--- src/hsl_to_rgb_converter_core_defines.svh ---
// Assertion macros shared by the HSL to RGB converter.
`ifndef HSL_TO_RGB_CONVERTER_CORE_DEFINES_SVH
`define HSL_TO_RGB_CONVERTER_CORE_DEFINES_SVH

// Same-cycle implication, checked at every rising edge outside reset.
`define HSL_ASSERT_NOW(lbl, ante, cons) \
  lbl: assert property (@(posedge clk) disable iff (!rst_n) (ante) |-> (cons)) \
    else $error("hsl converter assertion failed");

// Next-cycle implication, checked at every rising edge outside reset.
`define HSL_ASSERT_NEXT(lbl, ante, cons) \
  lbl: assert property (@(posedge clk) disable iff (!rst_n) (ante) |=> (cons)) \
    else $error("hsl converter assertion failed");

`endif

--- src/hsl_pkg.sv ---
// Package with the fixed-point constants and shared types of the HSL to RGB converter.
package hsl_pkg;

  localparam int FIELD_W   = 16;
  localparam int FRAC_BITS = 15;
  // Values in 0..1.0 need one bit above the fraction.
  localparam int VW        = FRAC_BITS + 1;

  localparam logic [VW-1:0]        ONE       = VW'(1) << FRAC_BITS;
  localparam logic [FRAC_BITS-1:0] HALF      = FRAC_BITS'(1) << (FRAC_BITS - 1);
  localparam logic [FRAC_BITS-1:0] THIRD     = FRAC_BITS'((1 << FRAC_BITS) / 3);
  // Adding this constant modulo 1.0 subtracts one third.
  localparam logic [FRAC_BITS-1:0] NEG_THIRD = FRAC_BITS'((1 << FRAC_BITS) - (1 << FRAC_BITS) / 3);

  typedef enum logic [1:0] {
    SEG_RISE,
    SEG_HIGH,
    SEG_FALL,
    SEG_LOW
  } seg_t;

  // Load enables of the inner pipeline stages.
  typedef struct packed {
    logic s2;
    logic s3;
    logic s4;
  } pipe_en_t;

endpackage

--- src/hsl_pq.sv ---
// Computes the q and p levels and their difference from saturation and lightness.
module hsl_pq import hsl_pkg::*; (
  input  logic          clk,
  input  pipe_en_t      en,
  input  logic [VW-1:0] sat_i,
  input  logic [VW-1:0] light_i,
  output logic [VW-1:0] q_o,
  output logic [VW-1:0] p_o,
  output logic [VW-1:0] d_o
);

  localparam int PW = 2 * VW + 1;
  localparam int SW = VW + 2;

  logic          lo_half;
  logic [VW:0]   mul_b;
  logic [PW-1:0] prod_nxt;

  logic [PW-1:0] prod_r;
  logic          lo_r;
  logic [VW-1:0] light2_r;
  logic [VW-1:0] sat2_r;

  logic [SW-1:0] prod_sh;
  logic [SW-1:0] q_full;
  logic [SW-1:0] p_full;
  logic [SW-1:0] d_full;

  logic [VW-1:0] q_r;
  logic [VW-1:0] p_r;
  logic [VW-1:0] d_r;

  // Below one half q is l*(1+s), otherwise l+s-l*s; one product covers both.
  assign lo_half  = (light_i < VW'(HALF));
  assign mul_b    = lo_half ? ((VW+1)'(ONE) + (VW+1)'(sat_i)) : (VW+1)'(sat_i);
  assign prod_nxt = PW'(light_i) * PW'(mul_b);

  always_ff @(posedge clk) begin
    if (en.s2) begin
      prod_r   <= prod_nxt;
      lo_r     <= lo_half;
      light2_r <= light_i;
      sat2_r   <= sat_i;
    end
  end

  assign prod_sh = prod_r[PW-1:FRAC_BITS];
  assign q_full  = lo_r ? prod_sh : (SW'(light2_r) + SW'(sat2_r) - prod_sh);
  assign p_full  = {1'b0, light2_r, 1'b0} - q_full;
  assign d_full  = q_full - p_full;

  always_ff @(posedge clk) begin
    if (en.s3) begin
      q_r <= q_full[VW-1:0];
      p_r <= p_full[VW-1:0];
      d_r <= d_full[VW-1:0];
    end
  end

  assign q_o = q_r;
  assign p_o = p_r;
  assign d_o = d_r;

endmodule

--- src/hsl_ramp.sv ---
// Evaluates the piecewise hue ramp for one color channel over three stages.
module hsl_ramp import hsl_pkg::*; (
  input  logic                 clk,
  input  pipe_en_t             en,
  input  logic [FRAC_BITS-1:0] t_i,
  input  logic [VW-1:0]        p_i,
  input  logic [VW-1:0]        q_i,
  input  logic [VW-1:0]        d_i,
  output logic [VW-1:0]        val_o
);

  localparam int T6W = FRAC_BITS + 3;
  localparam int PW  = 2 * VW;
  localparam int AW  = VW + 2;

  logic [FRAC_BITS-1:0] t2_r;

  logic [T6W-1:0] t6;
  logic [T6W-1:0] t3;
  logic [T6W-1:0] fall_x;
  seg_t           seg_nxt;
  logic [VW-1:0]  x_nxt;

  seg_t          seg3_r;
  logic [VW-1:0] x3_r;

  seg_t          seg4_r;
  logic [PW-1:0] prod4_r;
  logic [VW-1:0] p4_r;
  logic [VW-1:0] q4_r;

  logic [AW-1:0] sum;
  logic [AW-1:0] val;

  always_ff @(posedge clk) begin
    if (en.s2) begin
      t2_r <= t_i;
    end
  end

  // Breakpoints are compared exactly: 6t < 1, 2t < 1 and 3t < 2.
  assign t6     = (T6W'(t2_r) << 2) + (T6W'(t2_r) << 1);
  assign t3     = (T6W'(t2_r) << 1) + T6W'(t2_r);
  assign fall_x = (T6W'(ONE) << 2) - t6;

  always_comb begin
    seg_nxt = SEG_LOW;
    x_nxt   = '0;
    priority if (t6 < T6W'(ONE)) begin
      seg_nxt = SEG_RISE;
      x_nxt   = t6[VW-1:0];
    end else if (t2_r < HALF) begin
      seg_nxt = SEG_HIGH;
    end else if (t3 < (T6W'(ONE) << 1)) begin
      seg_nxt = SEG_FALL;
      x_nxt   = fall_x[VW-1:0];
    end else begin
      seg_nxt = SEG_LOW;
    end
  end

  always_ff @(posedge clk) begin
    if (en.s3) begin
      seg3_r <= seg_nxt;
      x3_r   <= x_nxt;
    end
  end

  always_ff @(posedge clk) begin
    if (en.s4) begin
      seg4_r  <= seg3_r;
      prod4_r <= PW'(d_i) * PW'(x3_r);
      p4_r    <= p_i;
      q4_r    <= q_i;
    end
  end

  assign sum = AW'(p4_r) + AW'(prod4_r[PW-1:FRAC_BITS]);

  always_comb begin
    unique case (seg4_r)
      SEG_RISE: val = sum;
      SEG_FALL: val = sum;
      SEG_HIGH: val = AW'(q4_r);
      SEG_LOW:  val = AW'(p4_r);
      default:  val = AW'(p4_r);
    endcase
  end

  assign val_o = (val > AW'(ONE)) ? ONE : val[VW-1:0];

endmodule

--- src/hsl_to_rgb_converter_core.sv ---
// Top level of the pipelined HSL to RGB converter.
//
//   channel   ports                                        direction
//   input     in_valid, in_stall, in_hue/saturation/lightness  hue, sat, light in
//   result    out_valid, out_stall, out_red/green/blue      red, green, blue out
//
// One pixel is accepted per cycle while in_stall is low; each pixel's result
// moves through the stages below in order and leaves from the output register.
// The pipeline has five register stages: input, q/p product, q/p and
// segment, ramp product, and output.
// Reset clears only the valid bits; payload registers are not reset.
// Each stage loads whenever it is empty or its successor moves, so bubbles
// close up under an output stall and nothing is lost or repeated.
module hsl_to_rgb_converter_core import hsl_pkg::*; (
  input  logic               clk,
  input  logic               rst_n,
  input  logic               in_valid,
  output logic               in_stall,
  input  logic [FIELD_W-1:0] in_hue,
  input  logic [FIELD_W-1:0] in_saturation,
  input  logic [FIELD_W-1:0] in_lightness,
  output logic               out_valid,
  input  logic               out_stall,
  output logic [FIELD_W-1:0] out_red,
  output logic [FIELD_W-1:0] out_green,
  output logic [FIELD_W-1:0] out_blue
);

  `include "hsl_to_rgb_converter_core_defines.svh"

  logic v1_r, v2_r, v3_r, v4_r, out_valid_r;
  logic rdy1, rdy2, rdy3, rdy4, rdy5;
  pipe_en_t en;

  logic [VW-1:0]        sat_c;
  logic [VW-1:0]        light_c;
  logic [FRAC_BITS-1:0] hue_w;

  logic [VW-1:0]        sat1_r;
  logic [VW-1:0]        light1_r;
  logic                 zero1_r;
  logic [FRAC_BITS-1:0] t_red1_r;
  logic [FRAC_BITS-1:0] t_grn1_r;
  logic [FRAC_BITS-1:0] t_blu1_r;

  logic [VW-1:0] light2_r, light3_r, light4_r;
  logic          zero2_r, zero3_r, zero4_r;

  logic [VW-1:0] pq_q, pq_p, pq_d;
  logic [VW-1:0] red_val, grn_val, blu_val;

  logic [FIELD_W-1:0] red_r, grn_r, blu_r;

  assign rdy5     = !out_valid_r || !out_stall;
  assign rdy4     = !v4_r || rdy5;
  assign rdy3     = !v3_r || rdy4;
  assign rdy2     = !v2_r || rdy3;
  assign rdy1     = !v1_r || rdy2;
  assign in_stall = !rdy1;

  assign en.s2 = rdy2;
  assign en.s3 = rdy3;
  assign en.s4 = rdy4;

  always_ff @(posedge clk) begin
    if (!rst_n) begin
      v1_r        <= 1'b0;
      v2_r        <= 1'b0;
      v3_r        <= 1'b0;
      v4_r        <= 1'b0;
      out_valid_r <= 1'b0;
    end else begin
      if (rdy1) v1_r <= in_valid;
      if (rdy2) v2_r <= v1_r;
      if (rdy3) v3_r <= v2_r;
      if (rdy4) v4_r <= v3_r;
      if (rdy5) out_valid_r <= v4_r;
    end
  end

  // Saturation and lightness above one saturate; hue wraps modulo one.
  assign sat_c   = (in_saturation > FIELD_W'(ONE)) ? ONE : in_saturation[VW-1:0];
  assign light_c = (in_lightness > FIELD_W'(ONE)) ? ONE : in_lightness[VW-1:0];
  assign hue_w   = in_hue[FRAC_BITS-1:0];

  always_ff @(posedge clk) begin
    if (rdy1) begin
      sat1_r   <= sat_c;
      light1_r <= light_c;
      zero1_r  <= (sat_c == '0);
      t_red1_r <= hue_w + THIRD;
      t_grn1_r <= hue_w;
      t_blu1_r <= hue_w + NEG_THIRD;
    end
  end

  always_ff @(posedge clk) begin
    if (rdy2) begin
      light2_r <= light1_r;
      zero2_r  <= zero1_r;
    end
    if (rdy3) begin
      light3_r <= light2_r;
      zero3_r  <= zero2_r;
    end
    if (rdy4) begin
      light4_r <= light3_r;
      zero4_r  <= zero3_r;
    end
  end

  hsl_pq u_pq (
    .clk     (clk),
    .en      (en),
    .sat_i   (sat1_r),
    .light_i (light1_r),
    .q_o     (pq_q),
    .p_o     (pq_p),
    .d_o     (pq_d)
  );

  hsl_ramp u_ramp_red (
    .clk   (clk),
    .en    (en),
    .t_i   (t_red1_r),
    .p_i   (pq_p),
    .q_i   (pq_q),
    .d_i   (pq_d),
    .val_o (red_val)
  );

  hsl_ramp u_ramp_grn (
    .clk   (clk),
    .en    (en),
    .t_i   (t_grn1_r),
    .p_i   (pq_p),
    .q_i   (pq_q),
    .d_i   (pq_d),
    .val_o (grn_val)
  );

  hsl_ramp u_ramp_blu (
    .clk   (clk),
    .en    (en),
    .t_i   (t_blu1_r),
    .p_i   (pq_p),
    .q_i   (pq_q),
    .d_i   (pq_d),
    .val_o (blu_val)
  );

  // With zero saturation every channel is the lightness itself.
  always_ff @(posedge clk) begin
    if (rdy5) begin
      red_r <= zero4_r ? FIELD_W'(light4_r) : FIELD_W'(red_val);
      grn_r <= zero4_r ? FIELD_W'(light4_r) : FIELD_W'(grn_val);
      blu_r <= zero4_r ? FIELD_W'(light4_r) : FIELD_W'(blu_val);
    end
  end

  assign out_valid = out_valid_r;
  assign out_red   = red_r;
  assign out_green = grn_r;
  assign out_blue  = blu_r;

  `HSL_ASSERT_NOW(a_stall_only_full, in_stall, v1_r && v2_r && v3_r && v4_r && out_valid_r)
  `HSL_ASSERT_NEXT(a_accept_fills_s1, in_valid && !in_stall, v1_r)
  `HSL_ASSERT_NOW(a_p_below_q, v3_r, pq_p <= pq_q)
  `HSL_ASSERT_NOW(a_out_range, out_valid, (out_red <= FIELD_W'(ONE)) && (out_green <= FIELD_W'(ONE)) && (out_blue <= FIELD_W'(ONE)))

endmodule

--- config.mk ---
export PLATFORM = sky130hd
export DESIGN_NAME = hsl_to_rgb_converter_core
export DESIGN_NICKNAME = d
export VERILOG_FILES = /design/src/hsl_pkg.sv /design/src/hsl_pq.sv /design/src/hsl_ramp.sv /design/src/hsl_to_rgb_converter_core.sv
export VERILOG_INCLUDE_DIRS = /design/src /design/src/src
export SDC_FILE = /design/constraint.sdc
export NUM_CORES = 2
export LEC_CHECK = 0
export ABC_AREA = 1
export ABC_CLOCK_PERIOD_IN_PS = 19800
export BUFFER_PORTS_ARGS = -buffer_cell sky130_fd_sc_hd__buf_2
export CELL_PAD_IN_SITES_DETAIL_PLACEMENT = 0
export CELL_PAD_IN_SITES_GLOBAL_PLACEMENT = 2
export CORE_MARGIN = 1.5
export CORE_UTILIZATION = 45
export CTS_BUF_LIST = sky130_fd_sc_hd__clkbuf_4 sky130_fd_sc_hd__clkbuf_8
export DETAILED_ROUTE_END_ITERATION = 8
export PLACE_DENSITY = 0.95
export SKIP_LAST_GASP = 1
export SYNTH_ARGS = -nofsm -noshare
export SYNTH_HDL_FRONTEND = slang
export SYNTH_HIERARCHICAL = 1
export SYNTH_SLANG_ARGS = --single-unit
--- constraint.sdc ---
create_clock -name clk -period 19.8 [get_ports clk]
set_input_delay 3.96 -clock clk [delete_from_list [all_inputs] [get_ports clk]]
set_output_delay 3.96 -clock clk [all_outputs]
set_load 0.005 [all_outputs]
==> results.py <==
metrics = {
    "status": {
        "status": "finished clean",
    },
    "setup_path": {
        "cpMaxStageDelayCell": "buf_4",
        "crit_fanout": 61,
        "path_delay_family": "buffers and inverters",
        "cp_common_cell": "buf_2",
        "worstSetupStartpointType": "input port",
        "path_class": "in -> out",
        "reg2reg_to": "u_pq/prod_r[30]",
        "cp_num_buf_inv": 4,
        "crit_required_ps": 15840,
        "reg2reg_from": "light1_r[14]",
        "end_kind": "output pin",
        "rrSetupSlack_ps": 12880,
        "critical_path.cell_chain": "buf_2, nand4_1, buf_4, nor2_1, nand2_4, inv_1, buf_2",
        "cp.arrival_ps": 6150,
        "cp_slowest_stage_delay_ps": 570,
        "r2r_cells": 21,
    },
    "synth": {
        "syn_nets": 8917,
        "synth_top_area_cell": "edfxtp_1",
        "async_reset_ff_frac": 0,
        "syn_inst": 7556,
        "syn_area_per_cell_um2": 8.31,
        "synth.area.top_cells": "edfxtp_1, fa_1, nand2_1",
        "ys.flop_type": "edfxtp_1",
        "synth_compound_area_frac": 0.0561,
        "syn_area_um2": 62800,
        "synth_xor_area_frac": 0.0197,
        "synth-seq-area-share": 0.249,
        "synth.top_cell.area_share": 0.248,
        "synth_warnings": 6,
        "synth_edf_count": 518,
        "yosys_register_bits": 523,
        "yosysMostFrequentCell": "nand2_1",
        "synth_adder_area_share": 0.353,
        "ys_types": 70,
        "synth_top_family_by_area": "adder cells",
        "synth_commonest_cells": "nand2_1, inv_1, fa_1",
        "yosys.area_share.simple": 0.187,
        "synthMuxAreaShare": 0,
    },
    "route": {
        "post_drt_wl_per_cell_um": 17.1,
        "remaining_drc_errors": 0,
        "drtIter0Drc": 2501,
        "ant_nets": 0,
        "dr.pass1.iters": 6,
        "via_per_inst": 4.97,
        "routed-via-count": 47200,
        "wl_mm": 162,
    },
    "clock_network": {
        "ctsHtreeMaxLevel": 3,
        "clock_path_buffers": 3,
        "clk_pin_slew_ps": 60,
        "cts_setup_buffers": 0,
        "cts_tree": "done",
        "ctsResizeCount": 0,
        "cts_buffers": 89,
        "ctsRootBufferMaster": "clkbuf_8",
        "ctsHoldBuffers": 0,
        "clock-sinks": 523,
        "clkLatencyLatePin_ps": 790,
    },
    "sta": {
        "fin_skew_ps": 62.0,
        "rsz0062_at_grt": "false",
        "period_needed_ps": 10110,
        "setup-violations-final": 0,
        "max_freq_mhz": 98.9,
        "timing.final.ws_setup_ps": 9690,
        "slew_viol_final": 0,
        "relSlewSlack": 0.252,
        "worst_pin_slew_ps": 1120,
        "timing.final.crit_share": 0.511,
        "fin_setup_tns_ps": 0,
        "timing.final.hold_violations": 0,
    },
    "hold_path": {
        "hold_end": "u_ramp_grn/t2_r[5]",
        "min_path_cells": 0,
        "min_from": "t_grn1_r[5]",
        "hold_class": "reg -> reg",
    },
    "grt": {
        "grtUsageMet2": 0.403,
        "grt_start_max_net_pins": 65,
        "grt_pass1_vias": 48700,
        "grt_use_total": 0.234,
        "grtUsageMet3": 0.0241,
        "grt_pass1_wl_mm": 261,
        "gr-total-overflow": 0,
        "met1_usage": 0.309,
        "antenna_found_initial": 2,
        "grt-busiest-layer": "met2",
    },
    "place": {
        "globalplace.congestion": 0.918,
        "post-dp-hpwl_mm": 124,
        "post-place-ws_ps": 9650,
        "placed_cells": 9315,
        "numPortBuffers": 100,
        "dpl_cell_area_um2": 64800,
    },
    "die": {
        "die_w_um": 377,
        "initial_core_util": 0.455,
        "die_y_um": 377,
        "fp-row-count": 136,
        "core_um2": 138000,
        "io_pins": 102,
        "dieArea_um2": 142000,
    },
    "cells_and_area": {
        "fill_cells": 13300,
        "reg.largest.list": "u_ramp_blu/prod4_r (17), u_ramp_grn/prod4_r (17), u_ramp_red/prod4_r (17)",
        "final_cell_area_um2": 66700,
        "finalNonFillerCells": 9481,
        "drive_above_1_share": 0.0662,
        "area_growth_pct": 6.20,
        "fin_nets": 8904,
    },
    "run": {
        "maxCapViolations": 0,
    },
}
## worst max path at each step
stage	startpoint	slack, ps	endpoint	cells after the start
3_3_place_gp	out_stall	9710	in_stall	7
6_report	out_stall	9690	in_stall	7
5_1_grt	out_stall	9480	in_stall	7
2_1_floorplan	out_stall	5800	in_stall	4
4_1_cts	out_stall	9630	in_stall	7
3_5_place_dp	out_stall	9650	in_stall	7
## cell usage in the layout (no fill, tap or decap), types with 7 or more instances in the layout
cell type	synthesis	final
inv_1	1917	1916
o21ai_0	137	137
nand4_1	64	64
o21ai_1	17	17
nor2_1	306	306
a21oi_2	12	12
nor2_4	14	14
o21bai_1	21	21
buf_2	9	100
nand2_1	1931	1929
clkbuf_4	0	25
nor3_1	37	37
inv_2	34	34
edfxtp_1	518	518
and2_1	9	9
a31oi_1	21	21
or2_2	12	12
a21o_1	20	20
nand3b_1	16	16
buf_4	9	40
nand3_1	273	272
xnor2_1	43	43
clkinv_1	2	22
a22o_1	25	25
a22o_2	8	8
nand2_2	48	49
xor2_1	88	88
nor2_2	32	32
o211ai_1	12	12
ha_1	541	541
a221oi_1	7	7
clkinv_2	0	10
clkbuf_8	1	95
nand3_2	24	24
nand2_4	9	10
a21oi_1	284	284
fa_1	768	768
## kinds of logic after synthesis
| logic type | Yosys count |
|---|---|
| xor+xnor | 136 |
| simple gates | 2788 |
| fa+ha+maj | 1309 |
| flops | 523 |
| other cells | 1 |
| compound gates | 600 |
| buf+inv | 2199 |
## layer usage
layer	wire length [um]	part of all wire	vias to the layer above
met5	0	0	-
met4	5060	0.031	0
met3	6360	0.039	255
met2	78000	0.48	963
met1	72700	0.45	23100
li1	-	-	22900
## metrics by stage
step	util	hold slack (ps)
finish	0.483	412
global route	0.483	415
CTS	0.483	416
detailed placement	0.470	405
global placement	0.470	402
floorplan	-	400
## area by class of cell
class / count / area (um2) / area share
clock inverters: 44 / 378 / 0.00567
diodes: 2 / 5.00 / 0.0000751
flip-flops and latches: 523 / 15700 / 0.235
multi-input cells: 4834 / 38700 / 0.580
clock buffers: 120 / 1500 / 0.0224
well taps: 1863 / 2330 / 0.0350
inverters: 1955 / 7350 / 0.110
repair buffers: 140 / 801 / 0.0120
Power is not shown: default switching activity piles up to over one toggle a cycle in this logic, so the estimate is an artifact.
